**config.mk**
```make
export PLATFORM = sky130hd
export DESIGN_NAME = encoder_position_read_sequencer
export DESIGN_NICKNAME = d
export VERILOG_FILES = /design/src/rtl/core/epr_pkg.sv /design/src/rtl/core/epr_seq.sv /design/src/rtl/core/encoder_position_read_sequencer.sv
export SDC_FILE = /design/constraint.sdc
export NUM_CORES = 1
export LEC_CHECK = 0
export ABC_AREA = 0
export BUFFER_PORTS_ARGS = -buffer_cell sky130_fd_sc_hd__buf_2
export CORE_UTILIZATION = 64
export CTS_CLUSTER_SIZE = 40
export DETAILED_ROUTE_END_ITERATION = 8
export GPL_ROUTABILITY_DRIVEN = 0
export HOLD_SLACK_MARGIN = 0.03
export PLACE_DENSITY = 0.9
export SYNTH_ARGS = -nofsm -noshare
export SYNTH_HDL_FRONTEND = slang
export SYNTH_HIERARCHICAL = 1
export SYNTH_SLANG_ARGS = --single-unit
```
**constraint.sdc**
```tcl
create_clock -name clk -period 7.1 [get_ports clk]
set_input_delay 0.71 -clock clk [delete_from_list [all_inputs] [get_ports clk]]
set_output_delay 0.71 -clock clk [all_outputs]
set_load 0.02 [all_outputs]
```
**src/rtl/core/epr_pkg.sv**
```systemverilog
// Shared types, codes and constants for the encoder position read sequencer.
package epr_pkg;

  // Configuration register indexes
  localparam int CFG_IDX_W = 3;
  localparam logic [CFG_IDX_W-1:0] CFG_READ_CMD    = 3'd0;
  localparam logic [CFG_IDX_W-1:0] CFG_NOOP_CMD    = 3'd1;
  localparam logic [CFG_IDX_W-1:0] CFG_WAIT_REPLY  = 3'd2;
  localparam logic [CFG_IDX_W-1:0] CFG_MAX_POLLS   = 3'd3;
  localparam logic [CFG_IDX_W-1:0] CFG_MIN_SPACING = 3'd4;
  localparam int CFG_DATA_W = 16;

  // Register reset values
  localparam logic [7:0]  RST_READ_CMD    = 8'h10;
  localparam logic [7:0]  RST_NOOP_CMD    = 8'h00;
  localparam logic [7:0]  RST_WAIT_REPLY  = 8'hA5;
  localparam logic [7:0]  RST_MAX_POLLS   = 8'h10;
  localparam logic [15:0] RST_MIN_SPACING = 16'd20;

  // Request kinds
  localparam logic [1:0] KIND_START = 2'd0;
  localparam logic [1:0] KIND_BYTE  = 2'd1;
  localparam logic [1:0] KIND_TICK  = 2'd2;

  // Spacing counter saturates here
  localparam logic [15:0] SPACING_MAX = 16'hFFFF;
  // Position high bits come from the low nibble of the first data reply
  localparam logic [7:0] NIBBLE_MASK = 8'h0F;

  typedef enum logic [2:0] {
    PH_IDLE,
    PH_SPACING,
    PH_CMD,
    PH_POLL,
    PH_HIGH,
    PH_LOW
  } phase_t;

  typedef enum logic [1:0] {
    ST_OK,
    ST_UNEXPECTED,
    ST_TIMEOUT,
    ST_LINK
  } status_t;

  typedef struct packed {
    logic [7:0]  read_command;
    logic [7:0]  noop_command;
    logic [7:0]  wait_reply;
    logic [7:0]  max_polls;
    logic [15:0] min_spacing_ticks;
  } cfg_t;

  typedef struct packed {
    logic [1:0] kind;
    logic [7:0] rx_byte;
    logic       link_failed;
  } item_t;

  typedef struct packed {
    logic        valid;
    logic        tx_valid;
    logic [7:0]  tx_byte;
    logic        done_res;
    status_t     status;
    logic [11:0] position;
  } result_t;

endpackage

```
**src/rtl/core/epr_seq.sv**
```systemverilog
// Read sequencer state machine: state registers and the per-request update.
module epr_seq
  import epr_pkg::*;
(
  input  logic    clk,
  input  logic    rst_n,
  input  logic    step_en,
  input  item_t   item,
  input  cfg_t    cfg,
  output result_t res
);

  phase_t      phase_r, phase_nxt;
  logic [7:0]  poll_count_r, poll_count_nxt;
  logic [15:0] spacing_r, spacing_nxt;
  logic [3:0]  high_nibble_r, high_nibble_nxt;
  logic [15:0] spacing_inc;
  logic [7:0]  rx_masked;

  assign spacing_inc = (spacing_r == SPACING_MAX) ? spacing_r : spacing_r + 16'd1;
  assign rx_masked   = item.rx_byte & NIBBLE_MASK;

  // Next state
  always_comb begin
    phase_nxt       = phase_r;
    poll_count_nxt  = poll_count_r;
    spacing_nxt     = spacing_r;
    high_nibble_nxt = high_nibble_r;
    case (item.kind)
      KIND_START: begin
        if (phase_r == PH_IDLE) begin
          if (spacing_r >= cfg.min_spacing_ticks) begin
            phase_nxt      = PH_CMD;
            poll_count_nxt = 8'd0;
          end else begin
            phase_nxt = PH_SPACING;
          end
        end
      end
      KIND_TICK: begin
        spacing_nxt = spacing_inc;
        if (phase_r == PH_SPACING && spacing_inc >= cfg.min_spacing_ticks) begin
          phase_nxt      = PH_CMD;
          poll_count_nxt = 8'd0;
        end
      end
      KIND_BYTE: begin
        case (phase_r)
          PH_IDLE, PH_SPACING: begin
          end
          PH_CMD: begin
            if (item.link_failed || cfg.max_polls == 8'd0) begin
              phase_nxt = PH_IDLE;
            end else begin
              phase_nxt      = PH_POLL;
              poll_count_nxt = 8'd1;
            end
          end
          PH_POLL: begin
            if (item.link_failed) begin
              phase_nxt = PH_IDLE;
            end else if (item.rx_byte == cfg.read_command) begin
              phase_nxt = PH_HIGH;
            end else if (item.rx_byte != cfg.wait_reply ||
                         poll_count_r >= cfg.max_polls) begin
              phase_nxt = PH_IDLE;
            end else begin
              poll_count_nxt = poll_count_r + 8'd1;
            end
          end
          PH_HIGH: begin
            if (item.link_failed) begin
              phase_nxt = PH_IDLE;
            end else begin
              high_nibble_nxt = rx_masked[3:0];
              phase_nxt       = PH_LOW;
            end
          end
          PH_LOW: begin
            phase_nxt = PH_IDLE;
            if (!item.link_failed) begin
              spacing_nxt = 16'd0;
            end
          end
          default: begin
            phase_nxt = PH_IDLE;
          end
        endcase
      end
      default: begin
      end
    endcase
  end

  // Result for the current request
  always_comb begin
    res = '0;
    case (item.kind)
      KIND_START: begin
        if (phase_r == PH_IDLE && spacing_r >= cfg.min_spacing_ticks) begin
          res.valid    = 1'b1;
          res.tx_valid = 1'b1;
          res.tx_byte  = cfg.read_command;
        end
      end
      KIND_TICK: begin
        if (phase_r == PH_SPACING && spacing_inc >= cfg.min_spacing_ticks) begin
          res.valid    = 1'b1;
          res.tx_valid = 1'b1;
          res.tx_byte  = cfg.read_command;
        end
      end
      KIND_BYTE: begin
        case (phase_r)
          PH_CMD, PH_POLL, PH_HIGH, PH_LOW: begin
            res.valid = 1'b1;
            if (item.link_failed) begin
              res.done_res = 1'b1;
              res.status   = ST_LINK;
            end else if (phase_r == PH_CMD) begin
              if (cfg.max_polls == 8'd0) begin
                res.done_res = 1'b1;
                res.status   = ST_TIMEOUT;
              end else begin
                res.tx_valid = 1'b1;
                res.tx_byte  = cfg.noop_command;
              end
            end else if (phase_r == PH_POLL) begin
              if (item.rx_byte == cfg.read_command) begin
                res.tx_valid = 1'b1;
                res.tx_byte  = cfg.noop_command;
              end else if (item.rx_byte != cfg.wait_reply) begin
                res.done_res = 1'b1;
                res.status   = ST_UNEXPECTED;
              end else if (poll_count_r >= cfg.max_polls) begin
                res.done_res = 1'b1;
                res.status   = ST_TIMEOUT;
              end else begin
                res.tx_valid = 1'b1;
                res.tx_byte  = cfg.noop_command;
              end
            end else if (phase_r == PH_HIGH) begin
              res.tx_valid = 1'b1;
              res.tx_byte  = cfg.noop_command;
            end else begin
              res.done_res = 1'b1;
              res.status   = ST_OK;
              res.position = {high_nibble_r, item.rx_byte};
            end
          end
          default: begin
          end
        endcase
      end
      default: begin
      end
    endcase
  end

  // Commit the update when the request leaves the input stage
  always_ff @(posedge clk) begin
    if (!rst_n) begin
      phase_r      <= PH_IDLE;
      poll_count_r <= 8'd0;
      spacing_r    <= SPACING_MAX;
    end else if (step_en) begin
      phase_r      <= phase_nxt;
      poll_count_r <= poll_count_nxt;
      spacing_r    <= spacing_nxt;
    end
  end

  // Data nibble holds until the low byte arrives
  always_ff @(posedge clk) begin
    if (step_en) begin
      high_nibble_r <= high_nibble_nxt;
    end
  end

endmodule

```
**src/rtl/core/encoder_position_read_sequencer.sv**
```systemverilog
// Top level of the encoder position read sequencer: ports, config and staging.
// Takes one request per clock: start, finished SPI byte exchange or time tick.
// A request is registered on input, handled by the state machine in the
// following cycle and, if it causes a result, lands in the output register,
// so each result passes the input and the output register. The input
// stage keeps moving while the output register can take a new result, so a
// request is accepted every cycle as long as out_tready keeps up; a stalled
// output holds the input stage only for requests that produce a result.
// Each result either names the next byte to send (out_tuser[0]) or ends the
// read with status and position (out_tuser[1]). Write the config registers
// only while no read is in flight.
module encoder_position_read_sequencer
  import epr_pkg::*;
(
  input  logic                  clk,
  input  logic                  rst_n,
  // Request channel
  input  logic                  in_tvalid,
  output logic                  in_tready,
  input  logic [7:0]            in_tdata,   // [7:0] rx_byte
  input  logic [2:0]            in_tuser,   // [1:0] kind, [2] link_failed
  // Result channel
  output logic                  out_tvalid,
  input  logic                  out_tready,
  output logic [23:0]           out_tdata,  // [7:0] tx_byte, [9:8] status,
                                            // [21:10] position, [23:22] zero
  output logic [1:0]            out_tuser,  // [0] tx_valid, [1] done_res
  // Configuration writes
  input  logic                  cfg_we,
  input  logic [CFG_IDX_W-1:0]  cfg_index,
  input  logic [CFG_DATA_W-1:0] cfg_wdata
);

  cfg_t    cfg_r;
  logic    s1_valid_r, s1_valid_nxt;
  item_t   s1_item_r;
  logic    out_valid_r, out_valid_nxt;
  result_t out_res_r;
  result_t res;
  logic    in_accept;
  logic    out_free;
  logic    s1_adv;

  // Configuration registers
  always_ff @(posedge clk) begin
    if (!rst_n) begin
      cfg_r.read_command      <= RST_READ_CMD;
      cfg_r.noop_command      <= RST_NOOP_CMD;
      cfg_r.wait_reply        <= RST_WAIT_REPLY;
      cfg_r.max_polls         <= RST_MAX_POLLS;
      cfg_r.min_spacing_ticks <= RST_MIN_SPACING;
    end else if (cfg_we) begin
      case (cfg_index)
        CFG_READ_CMD:    cfg_r.read_command      <= cfg_wdata[7:0];
        CFG_NOOP_CMD:    cfg_r.noop_command      <= cfg_wdata[7:0];
        CFG_WAIT_REPLY:  cfg_r.wait_reply        <= cfg_wdata[7:0];
        CFG_MAX_POLLS:   cfg_r.max_polls         <= cfg_wdata[7:0];
        CFG_MIN_SPACING: cfg_r.min_spacing_ticks <= cfg_wdata;
        default: begin
        end
      endcase
    end
  end

  // Handshake: advance the input stage unless its result has nowhere to go
  assign out_free      = !out_valid_r || out_tready;
  assign s1_adv        = s1_valid_r && (!res.valid || out_free);
  assign in_tready     = !s1_valid_r || s1_adv;
  assign in_accept     = in_tvalid && in_tready;
  assign s1_valid_nxt  = in_accept || (s1_valid_r && !s1_adv);
  assign out_valid_nxt = (s1_adv && res.valid) || (out_valid_r && !out_tready);

  always_ff @(posedge clk) begin
    if (!rst_n) begin
      s1_valid_r  <= 1'b0;
      out_valid_r <= 1'b0;
    end else begin
      s1_valid_r  <= s1_valid_nxt;
      out_valid_r <= out_valid_nxt;
    end
  end

  // Input register
  always_ff @(posedge clk) begin
    if (in_accept) begin
      s1_item_r.kind        <= in_tuser[1:0];
      s1_item_r.link_failed <= in_tuser[2];
      s1_item_r.rx_byte     <= in_tdata;
    end
  end

  epr_seq u_seq (
    .clk     (clk),
    .rst_n   (rst_n),
    .step_en (s1_adv),
    .item    (s1_item_r),
    .cfg     (cfg_r),
    .res     (res)
  );

  // Result register
  always_ff @(posedge clk) begin
    if (s1_adv && res.valid) begin
      out_res_r <= res;
    end
  end

  assign out_tvalid = out_valid_r;
  assign out_tdata  = {2'b00, out_res_r.position, out_res_r.status, out_res_r.tx_byte};
  assign out_tuser  = {out_res_r.done_res, out_res_r.tx_valid};

endmodule

```
# Word-level counts from Yosys, hierarchy flattened
# Cells that the tools add are included.
# word_totals
reg_bits	116
in_bits	35
output_inout_bits	28
wordCells	135
# op_classes
n_addsub	2
n_lt_le_gt_ge	3
eq_ne	26
muxes	44
bitwise_logic	3
n_reduce_logical	38
# ops
op	n
12-bit 2-to-1 mux	5
8-bit 2-to-1 mux	7
9-bit 2-to-1 mux	6
16-bit 2-to-1 mux	3
3-bit 2-to-1 mux	11
16-bit greater-or-equal comparator	2
16-bit case mux with 2 select lines	1
10-bit case mux with 3 select lines	1
25-bit 2-to-1 mux	1
8-bit case mux with 3 select lines	1
10-bit 2-to-1 mux	2
16-bit by 1-bit adder with 16-bit output, second input constant	1
16-bit == test, second input constant	1
8-bit case mux with 2 select lines	1
15-bit 2-to-1 mux	1
3-bit by 2-bit == test with 1-bit output, second input constant	4
3-bit != test, second input constant	4
3-bit case mux with 4 select lines	1
2-bit AND reduction	6
10-bit AND reduction	1
3-bit == test, second input constant	3
3-bit case mux with 3 select lines	1
8-bit by 1-bit adder with 8-bit output, second input constant	1
8-bit == test	1
24 further kinds	50

# Longest topological paths before layout
# Gate-level depths: netlist (run 1).
# logic_depth
depth_word	15
mapped_depth	24

# Cells and area by module
# The synthesis (run 1) kept the hierarchy.
# modules_own_cells
module	instances	cells_per_inst	area_per_inst_um2	seq_area_each_um2
epr_seq	1	421	3353.2	660.6
encoder_position_read_sequencer	1	235	3045.4	2052.0

# Least setup slack after synthesis (run 1)
# OpenSTA, ideal clock, no wires.
# synth_timing
kind	reg-to-reg
startpoint	reg u_seq.spacing_r[1]
endpoint	reg u_seq.spacing_r[7]
arrival_time_ns	4.730
slack_ns	2.219
path_stages_with_launch	24
n_path_buf	4
period_less_slack_ns	4.881
path_cell_list	dfxtp_1 -> ha_1 -> and2_1 -> nand4_4 -> or3_1 -> buf_2 -> and3_4 -> buf_6 -> and3_4 -> xor2_1 -> ha_1 -> a21oi_1 -> nand2_1 -> a2111oi_0 -> nand3_1 -> a32oi_1 -> a21oi_1 -> a21boi_0 -> clkbuf_1 -> nand4_1 -> and2_1 -> clkbuf_1 -> o21ai_0 -> o311ai_0
# synth_lines
item	line_no	rtl
from (decl)	epr_seq.sv:15	logic [15:0] spacing_r, spacing_nxt;
from (signal assigned)	epr_seq.sv:169	spacing_r <= spacing_nxt;

==> results of run 1 <==
==> cells by family after synthesis <==
family	after synthesis
adders and majority gates	48
other	1
AOI/OAI and AO/OA	114
and+or+nand+nor	231
xor gates and xnor gates	28
buffers and inverters	65
muxes	53
DFF	116
==> final cells by class <==
class	instances	area [um2]
clock buffer	20	466.7
sequential	116	2713
fill	652	2429
multi-input combinational	476	3406
tap	133	166.4
clock inverter	12	91.34
inverter	36	135.1
timing repair buffer	63	322.8
==> per-layer routing <==
metal	vias to the layer above	global-route usage (%)	wire, um
li1	2491	-	-
met1	2554	41.24	6585
met2	292	50.90	7561
met3	58	7.250	1226
met4	0	14.95	489
met5	-	0	0
==> power by group <==
group	internal, W	switching, W
registers	0.000700	0.0000169
logic	0.0000934	0.000139
clock network	0.000471	0.000325
==> state kept, by name, summed over array words and instances (netlist names), 2 cells and up <==
register             flops
u_seq/spacing_r         16
u_seq/high_nibble_r      4
u_seq/phase_r            3
out_tuser                2
out_tdata               22
s1_item_r               11
u_seq/poll_count_r       8
cfg_r                   48
==> synthesized netlist by cell type (4+ instances only) <==
| cell | number |
|---|---|
| nor2_1 | 28 |
| mux2i_1 | 51 |
| and3_1 | 6 |
| a21o_1 | 7 |
| edfxtp_1 | 39 |
| o311ai_1 | 4 |
| xnor2_1 | 9 |
| o21ai_0 | 7 |
| clkbuf_1 | 18 |
| o211ai_1 | 9 |
| nor4_1 | 8 |
| nand3_1 | 19 |
| nand4b_1 | 6 |
| xor2_1 | 19 |
| buf_4 | 4 |
| a221o_1 | 9 |
| ha_1 | 48 |
| inv_1 | 35 |
| nand4_1 | 7 |
| a22o_1 | 8 |
| nor3_1 | 6 |
| nand2b_1 | 4 |
| o21ai_1 | 11 |
| and2_1 | 17 |
| nand2_1 | 92 |
| dfxtp_1 | 77 |
| a21oi_1 | 25 |
| nor2b_1 | 20 |
| buf_2 | 4 |
| or3_1 | 5 |
| o311ai_0 | 7 |
==> critical path: cells and delay by family, from the launching register on <==
kind / cells / cell delay (ns)
xor+xnor: 1 / 0.14
compound gates: 7 / 1.82
simple gates: 9 / 2.78
buf+inv: 1 / 0.21
flops: 1 / 0.51
fa+ha+maj: 1 / 0.32
==> per-stage QoR <==
step	power [W]	hold WS, ns	setup WS [ns]
2_1_floorplan	0.0008966	0.4347	2.219
3_3_place_gp	0.0009373	0.4441	1.710
3_5_place_dp	0.0009521	0.4491	1.390
4_1_cts	0.001743	0.3416	1.295
5_1_grt	0.001803	0.3409	0.6890
6_report	0.001745	0.3565	1.124
==> layout by cell type, fill, tap and decap left out, types with 9 or more instances in the layout <==
cell / synthesis / routed
clkbuf_16: 0 / 17
inv_1: 35 / 35
edfxtp_1: 39 / 39
o211ai_1: 9 / 9
ha_1: 48 / 48
nor2b_1: 20 / 20
xor2_1: 19 / 19
dfxtp_1: 77 / 77
o21ai_1: 11 / 11
xnor2_1: 9 / 9
nand3_1: 19 / 19
and2_1: 17 / 17
a221o_1: 9 / 9
nand2_1: 92 / 92
nor2_1: 28 / 27
buf_2: 4 / 60
mux2i_1: 51 / 51
a21oi_1: 25 / 25
==> worst min path at each step <==
stage | from | slack [ns] | depth (start not counted) | to
floorplan | cfg_r[10] | 0.43 | 2 | cfg_r[10]
global route | in_tdata[0] | 0.34 | 1 | s1_item_r[1]
finish | in_tdata[4] | 0.36 | 1 | s1_item_r[5]
global placement | cfg_r[15] | 0.44 | 2 | cfg_r[15]
CTS | in_tdata[4] | 0.34 | 1 | s1_item_r[5]
detailed placement | cfg_r[15] | 0.45 | 2 | cfg_r[15]
==> results by group, run 1 <==
Outcome
  – Status: finished, final reports clean

Clock network
  – # resized after CTS: 0
  – Clock Latency Late Sink: about 0.53 ns
  – Clk buf depth: 2
  – Clock transition at path regs: ~0.06 ns
  – CTS H-tree depth: 4
  – CTS Hold Bufs: 0
  – Root Buffer: clkbuf_8
  – CTS tree: built
  – Post-CTS Repair Setup Buffers: 0
  – CTS sink count: ~120
  – Inserted Clock Buffers: 17

Worst setup path
  – Startpoint types: flop
  – Crit path capture: u_seq/spacing_r[7]
  – Worst R2R Start: u_seq/spacing_r[6]
  – CP Cell Sequence: and3_1 > nand4_4 > or3_1 > and3_4 > and3_4 > xor2_1 > ha_1 > a21oi_1 > nand2_1 > a2111oi_0 > nand3_1 > a32oi_1 > a21oi_1 > a21boi_0 > buf_4 > nand3_1 > and2_1 > o21ai_0 > o311ai_0
  – WP data arrival: ~6.3 ns
  – Depth of the most critical reg-to-reg path: 19
  – Worst path max stage delay: between 0.5 and 0.6 ns
  – R2r setup slk: approximately 1.1 ns
  – Critical path class: reg2reg
  – Crit end category: flop
  – Crit-path slowest cell: a2111oi_0
  – FF-to-FF End: u_seq/spacing_r[7]
  – Maximum fanout along the worst path: 17
  – Critical Path Source: u_seq/spacing_r[6]
  – CP required: about 7.4 ns

Place
  – Placed cell count: just over 800
  – Area after DPL: 0.006743 mm2
  – HPWL after detailed placement: 11160 um
  – Port Buf Inserts: 60

Drt
  – Initial DRT Pass Iterations: 5
  – Starting DRT DRC Count: about 530
  – DR WL/cell: 18.53 um
  – Drt total wl: around 16000 um
  – Ratio of routed vias to standard cells: between 6 and 7
  – DR DRC count: 0
  – Vias: roughly 5400
  – Antenna Nets Post-Route: 0

STA
  – Slew HR: between 20 and 30%
  – Hold Fails Final Rpt: 0
  – Skew final: just under 0.01 ns
  – Setup_tns: 0 ns
  – Tmin final: about 6 ns
  – Slew Limit Fails: 0
  – Peak Freq: 167.3 MHz
  – Unrepaired setup endpoints after global routing: false
  – Final cycle utilization of the critical path: between 80% and 90%
  – Setup-failing EPs final: 0
  – Worst-margin pin slew: 1.113 ns

Global routing
  – Total grt overflow: 0
  – GRT Overall Usage: between 30% and 40%
  – Largest net degree at the start of global routing: 94
  – Vias in the first global route: approximately 5000
  – Global-route wire length before repair: ~25000 um
  – Antenna violations before repair: 0

Logic synthesis
  – Post-synthesis mux area share: approximately 8.3%
  – Post-synthesis compound-gate area fraction: 12.83%
  – Yosys warning total: 6
  – Dominant synthesized flop cell: dfxtp_1
  – Post-synth top area share: around a quarter
  – Register area share after synthesis: a little over two fifths
  – Cell variety after synth: 64
  – Main combinational cell family by area after synthesis: simple AND/OR/NAND/NOR gates
  – Cell accounting for the most synthesized area: dfxtp_1
  – Async SR Flop Fraction: 0%
  – Mapped Cells: ~660
  – Mean post-synth cell area: 9.754 um2
  – Post-synth EDFFs: 39
  – Synth area leaders: dfxtp_1 (24%), edfxtp_1 (18%), ha_1 (9.4%)
  – XOR/XNOR Fraction of Synth Area: ~3.8%
  – Simple-gate share of the synthesized area: 18.69%
  – Synth Area in Adders: a little under a tenth
  – Mapped Area: roughly 0.0064 mm2
  – #FFs+latches synth: between 100 and 150

Die
  – Core area: around 0.0097 mm2
  – Initial Util: about 66%
  – Ports: 63
  – Height of the chip: slightly above 100 um
  – Die area: between 0.01 and 0.015 mm2
  – # rows: 36
  – Die width: about 100 um

Power
  – Pwr Density: ~240 mW/mm2
  – LEAKAGE: 3.141 nW
  – Worst vdd ir: about 0.00016 V

Cells and area
  – Layout cells sized above 1: 14.66%
  – Antenna cells: 0
  – Utilization after layout: about three quarters
  – Fin cells: around 860
  – Final Cell Area: roughly 0.0073 mm2
  – Layout net count: 793
  – Synthesis-to-finish area growth: 14.10%

Min path
  – Worst Hold Class: in2reg

Run
  – Maxcap violations: 0
Note: power is estimated with default switching activity, not from simulation.
==> run 2, diff against run 1 <==
--- a/config.mk
+++ b/config.mk
@@ -7,12 +7,12 @@
 export LEC_CHECK = 0
 export ABC_AREA = 0
 export BUFFER_PORTS_ARGS = -buffer_cell sky130_fd_sc_hd__buf_2
-export CORE_UTILIZATION = 64
+export CORE_UTILIZATION = 54
 export CTS_CLUSTER_SIZE = 40
 export DETAILED_ROUTE_END_ITERATION = 8
 export GPL_ROUTABILITY_DRIVEN = 0
 export HOLD_SLACK_MARGIN = 0.03
-export PLACE_DENSITY = 0.9
+export PLACE_DENSITY = 0.82
 export SYNTH_ARGS = -nofsm -noshare
 export SYNTH_HDL_FRONTEND = slang
 export SYNTH_HIERARCHICAL = 1
==> constraint.sdc (replaced) <==
create_clock -name clk -period 5 [get_ports clk]
set_input_delay 0.5 -clock clk [delete_from_list [all_inputs] [get_ports clk]]
set_output_delay 0.5 -clock clk [all_outputs]
set_load 0.02 [all_outputs]
==> results by group, run 2 (synthesis gave the netlist of run 1 again) <==
Place
  – Port Buf Inserts: 60 (unchanged)
  – HPWL after detailed placement: 11290 um (+1.2%)
  – Area after DPL: 0.006808 mm2 (+0.96%)

Clock network
  – CTS tree: built
  – CTS sink count: 116 (unchanged)
  – Clock Latency Late Sink: 0.42 ns (-0.11 ns)
  – CTS Hold Bufs: 0 (unchanged)
  – CTS H-tree depth: 4 (unchanged)
  – Post-CTS Repair Setup Buffers: 0 (unchanged)
  – Clk buf depth: 2 (unchanged)
  – Inserted Clock Buffers: 17 (unchanged)
  – Clock transition at path regs: 0.05 ns (about the same)
  – Root Buffer: clkbuf_16

STA
  – Final cycle utilization of the critical path: 95.56% (+11 points)
  – Setup-failing EPs final: 0 (unchanged)
  – Slew Limit Fails: 0 (unchanged)
  – Worst-margin pin slew: 0.8899 ns (-0.2229 ns)
  – Hold Fails Final Rpt: 0 (unchanged)
  – Tmin final: 4.778 ns (-1.198 ns)
  – Skew final: 0.008579 ns (-0.001255 ns)
  – Peak Freq: 209.3 MHz (+25%)
  – Slew HR: 39.14% (+13 points)
  – Unrepaired setup endpoints after global routing: false

Worst setup path
  – WP data arrival: 5.12 ns (-1.19 ns)
  – Critical path class: reg2reg
  – R2r setup slk: 0.22 ns (-0.90 ns)
  – Worst path max stage delay: 0.48 ns (-0.10 ns)
  – CP required: 5.34 ns (-2.10 ns)
  – CP Cell Sequence: and3_2 > nand4_4 > or3_1 > and3_4 > and3_4 > xor2_1 > ha_1 > a21oi_1 > nand2_1 > a2111oi_1 > nand3_1 > a32oi_1 > a21oi_1 > a21boi_2 > buf_4 > nand2_1 > inv_1 > o211ai_1 > or3_1 > a21oi_1
  – Crit-path slowest cell: a2111oi_1
  – Cell mode on critical path: a21oi_1
  – Startpoint types: flop
  – Crit end category: flop
  – Maximum fanout along the worst path: 9 (-8)
  – Cell family with the largest share of critical-path delay: simple AND/OR/NAND/NOR gates
  – WP buf/inv: 2 (+1)

Global routing
  – GRT Overall Usage: 26.49% (-5.4 points)
  – Antenna violations before repair: 0 (unchanged)
  – Total grt overflow: 0 (unchanged)
  – Largest net degree at the start of global routing: 93 (-1.1%)
  – Vias in the first global route: 5107 (+3.0%)
  – Global-route wire length before repair: 25610 um (+2.6%)

Power
  – Register share of total power: 39.1% (-2.0 points)
  – Comb pwr share: 13.0% (-0.3 points)
  – Int Pwr: 0.001931 W (+53%)
  – Switching power: 0.0006676 W (+39%)
  – LEAKAGE: 3.206 nW (+2.1%)
  – Pwr Density: 350.0 mW/mm2 (+46%)
  – Net Sw Frac: 25.69% (-1.8 points)
  – Worst vdd ir: 0.0001962 V (+25%)
  – Clock network power share: 47.9% (+2.3 points)

Cells and area
  – Layout cells sized above 1: 15.87% (+1.2 points)
  – Max reg flops: 48 (unchanged)
  – Commonest non-fill, non-tap cells in the layout: nand2_1 (92), dfxtp_1 (77), buf_2 (60)
  – Layout net count: 801 (+1.0%)
  – Utilization after layout: 64.75% (-10 points)
  – Commonest non-fill, non-tap cell in the layout: nand2_1
  – Synthesis-to-finish area growth: 16.03%
  – Final Cell Area: 0.007425 mm2 (+1.7%)
  – Top reg by flops: cfg_r
  – Antenna cells: 0 (unchanged)

Die
  – # rows: 39 (+8.3%)
  – Height of the chip: 110.9 um (+8.7%)
  – Die width: 110.9 um (+8.7%)
  – Initial Util: 55.80% (-10 points)
  – Core area: 0.01147 mm2 (+18%)
  – Die area: 0.01229 mm2 (+18%)
  – Ports: 63 (unchanged)

Drt
  – DR DRC count: 0 (unchanged)
  – Ratio of routed vias to standard cells: 6.089 (-3.4%)
  – DR WL/cell: 18.16 um (-2.0%)
  – Antenna Nets Post-Route: 0 (unchanged)
  – Starting DRT DRC Count: 616 (+17%)
  – Initial DRT Pass Iterations: 8 (+3)
  – Vias: 5322 (-1.4%)
  – Drt total wl: 15870 um (about the same)

Outcome
  – Status: finished, final reports clean

Min path
  – Worst Hold Class: in2reg

Run
  – Maxcap violations: 0 (unchanged)
==> run 2: cell types whose count changed in the layout (fill, tap and decap cells not counted), sizes merged <==
cell      before  now
buf           63   70
bufinv         0    3
clkbuf        20   21
clkinv         4    7
clkinvlp       4    2
inv           40   36
==> run 2: final timing paths <==
path         cells after the start          endpoint          startpoint
min reg2reg                      2         cfg_r[10]           cfg_r[10]
max reg2reg                     20  u_seq/phase_r[2]  u_seq/spacing_r[7]
max                             20  u_seq/phase_r[2]  u_seq/spacing_r[7]
min                              1      s1_item_r[2]         in_tdata[1]
==> run 2: repair_timing <==
action,4_1_cts,5_1_grt
resized for setup,1,6
hold endpoints to repair,0,0
setup endpoints to repair,5,28
==> run 2: worst reg2reg max path, delay by kind of cell (launching register included) <==
family          cells  cell delay, ns
buf+inv             2            0.24
simple gates        9            1.94
xor+xnor            1            0.14
fa+ha+maj           1            0.32
compound gates      7            1.60
flops               1            0.44
==> run 2: area by class of cell <==
type,instances,area (um2)
Inverter,36,135.1
Timing Repair Buffer,71,380.4
Sequential cell,116,2713
Clock inverter,12,155.1
Fill cell,851,4043
Tap cell,143,178.9
Multi-Input combinational cell,476,3416
Clock buffer,20,446.7
==> run 2: through the flow <==
stage	hold slack [ns]	setup slack (ns)	total power (W)	setup TNS (ns)	cells
2_1_floorplan	0.4347	0.1191	0.001273	0	657
6_report	0.2539	0.2222	0.002598	0	874
4_1_cts	0.2509	0.05645	0.002592	0	873
5_1_grt	0.2430	0.02789	0.002680	0	874
3_5_place_dp	0.4512	-0.05274	0.001359	-0.1287	841
3_3_place_gp	0.4455	0.2944	0.001341	0	841
==> run 2: layer usage <==
| metal | GRT usage [%] | wire (um) | vias up |
|---|---|---|---|
| met5 | 0 | 0 | - |
| met4 | 11.38 | 388 | 0 |
| met3 | 6.124 | 1040 | 38 |
| met2 | 42.03 | 7523 | 228 |
| met1 | 34.64 | 6921 | 2550 |
| li1 | - | - | 2506 |
==> run 2: power by group through the flow <==
stage,Sequential [W],Clock [W],Combinational [W]
finish,0.00102,0.00125,0.000337
CTS,0.00102,0.00125,0.000330
global placement,0.00103,0,0.000308
detailed placement,0.00103,0,0.000324
global route,0.00102,0.00129,0.000371
floorplan,0.00103,0,0.000244
==> run 3, diff against run 2 <==
--- a/config.mk
+++ b/config.mk
@@ -8,11 +8,13 @@
 export ABC_AREA = 0
 export BUFFER_PORTS_ARGS = -buffer_cell sky130_fd_sc_hd__buf_2
 export CORE_UTILIZATION = 54
+export CTS_CLUSTER_DIAMETER = 40
 export CTS_CLUSTER_SIZE = 40
 export DETAILED_ROUTE_END_ITERATION = 8
 export GPL_ROUTABILITY_DRIVEN = 0
 export HOLD_SLACK_MARGIN = 0.03
-export PLACE_DENSITY = 0.82
+export MAX_ROUTING_LAYER = met4
+export PLACE_DENSITY = 0.75
 export SYNTH_ARGS = -nofsm -noshare
 export SYNTH_HDL_FRONTEND = slang
 export SYNTH_HIERARCHICAL = 1
==> results by group, run 3 (synthesis gave the netlist of run 1 again) <==
Drt
  – Antenna Nets Post-Route: 0 (unchanged)
  – Drt total wl: 15600 um (-1.7%)
  – Starting DRT DRC Count: 431 (-30%)
  – Initial DRT Pass Iterations: 6 (-2)
  – DR WL/cell: 17.83 um (-1.9%)
  – Ratio of routed vias to standard cells: 6.037 (-0.87%)
  – Vias: 5282 (-0.75%)
  – DR DRC count: 0 (unchanged)

STA
  – Worst Hold Slack: 0.2639 ns (+0.01001 ns)
  – Unrepaired setup endpoints after global routing: false
  – Skew final: 0.01066 ns (+0.002078 ns)
  – Slew Limit Fails: 0 (unchanged)
  – Hold Fails Final Rpt: 0 (unchanged)
  – Setup-failing EPs final: 0 (unchanged)
  – Tmin final: 4.580 ns (-0.1975 ns)
  – Slew HR: 46.23% (+7.1 points)
  – Worst-margin pin slew: 0.7863 ns (-0.1037 ns)
  – Setup_tns: 0 ns (unchanged)
  – Peak Freq: 218.3 MHz (+4.3%)
  – Final cycle utilization of the critical path: 91.61% (-3.9 points)

Clock network
  – CTS sink count: 116 (unchanged)
  – # resized after CTS: 0 (-1)
  – CTS tree: built
  – Post-CTS Repair Setup Buffers: 0 (unchanged)
  – Clock Latency Late Sink: 0.41 ns (about the same)
  – Root Buffer: clkbuf_16
  – Clk buf depth: 2 (unchanged)
  – CTS H-tree depth: 4 (unchanged)
  – CTS Hold Bufs: 0 (unchanged)
  – Clock transition at path regs: 0.06 ns (about the same)
  – Inserted Clock Buffers: 17 (unchanged)

Die
  – Die width: 110.9 um (unchanged)
  – Die area: 0.01229 mm2 (unchanged)
  – Initial Util: 55.80% (unchanged)
  – # rows: 39 (unchanged)
  – Core area: 0.01147 mm2 (unchanged)
  – Ports: 63 (unchanged)
  – Height of the chip: 110.9 um (unchanged)

Global routing
  – Largest net degree at the start of global routing: 69 (-26%)
  – Antenna violations before repair: 0 (unchanged)
  – GRT Overall Usage: 26.85% (+0.37 points)
  – Global-route wire length before repair: 25470 um (-0.57%)
  – Vias in the first global route: 5040 (-1.3%)
  – Total grt overflow: 0 (unchanged)

Cells and area
  – Commonest non-fill, non-tap cells in the layout: nand2_1 (92), dfxtp_1 (77), buf_2 (60)
  – Commonest non-fill, non-tap cell in the layout: nand2_1
  – Antenna cells: 0 (unchanged)
  – Layout net count: 802 (+0.12%)
  – Fillers: 898 (+5.5%)
  – Top reg by flops: cfg_r
  – Multi-input gate area: 0.003422 mm2 (+0.18%)
  – Fin cells: 875 (+0.11%)
  – Max reg flops: 48 (unchanged)
  – Layout cells sized above 1: 15.98% (+0.11 points)
  – Final Cell Area: 0.007420 mm2 (about the same)
  – Synthesis-to-finish area growth: 15.96% (about the same)
  – Register area: 0.002713 mm2 (unchanged)

Min path
  – Worst Hold Class: in2reg
  – Hold path cells: 1 (unchanged)

Run
  – Maxcap violations: 0 (unchanged)

Place
  – Placed cell count: 843 (+0.24%)
  – Area after DPL: 0.006823 mm2 (+0.22%)
  – Port Buf Inserts: 60 (unchanged)
  – HPWL after detailed placement: 11320 um (+0.23%)

Worst setup path
  – CP Cell Sequence: ha_1 > and2_1 > nand4_4 > or3_1 > and3_4 > and3_4 > xor2_1 > ha_1 > a21oi_1 > nand2_1 > a2111oi_2 > nand3_1 > a32oi_1 > a21oi_1 > a21boi_1 > buf_4 > nand2_1 > inv_1 > o211ai_1 > or3_1 > a21oi_1
  – Cell mode on critical path: a21oi_1
  – Startpoint types: flop
  – Crit end category: flop
  – WP data arrival: 4.91 ns (-0.21 ns)
  – Cell family with the largest share of critical-path delay: simple AND/OR/NAND/NOR gates
  – Crit-path slowest cell: or3_1
  – Critical path class: reg2reg
  – Maximum fanout along the worst path: 9 (unchanged)
  – Depth of the most critical reg-to-reg path: 21 (+5.0%)
  – CP required: 5.33 ns (about the same)
  – Worst path max stage delay: 0.42 ns (-0.06 ns)
  – Crit. path cell count: 21 (+5.0%)
  – WP buf/inv: 2 (unchanged)

Power
  – LEAKAGE: 3.186 nW (-0.60%)
  – Pwr Density: 342.1 mW/mm2 (-2.3%)
  – Worst vdd ir: 0.0002826 V (+44%)
  – Final Power: 0.002538 W (-2.3%)

Outcome
  – Status: finished, final reports clean
## run 3: through the flow
stage	utilization [%]	worst slack (ns)
after CTS	64.56	0.1740
after global placement	59.50	0.3867
final	64.70	0.4196
after global routing	64.70	0.01625
after floorplan	-	0.1191
after detailed placement	59.50	0.2143
## run 3: layout make-up
type	count	area share, %
Multi-Input combinational cell	476	46.12
Sequential cell	116	36.56
Clock buffer	17	5.734
Timing Repair Buffer	72	5.261
Tap cell	143	2.411
Clock inverter	15	2.091
Inverter	36	1.821
## run 3: layer usage
layer  wire (um)  global-route usage (%)
met4         265                   8.444
met1        7191                   36.59
met5           0                       -
met3        1024                   4.921
met2        7117                   40.58
## run 3: power breakdown
group          leakage (nW)  switching [W]  internal (W)
clock network         0.271       0.000447      0.000734
logic                  1.89       0.000199      0.000142
registers              1.03      0.0000220      0.000994
total                  3.19       0.000669       0.00187
## run 3: final timing paths
check,from,to,slack (ns)
max,u_seq/spacing_r[0],u_seq/phase_r[2],0.42
min,in_tdata[2],s1_item_r[3],0.26
max reg2reg,u_seq/spacing_r[0],u_seq/phase_r[2],0.42
min reg2reg,cfg_r[13],cfg_r[13],0.46
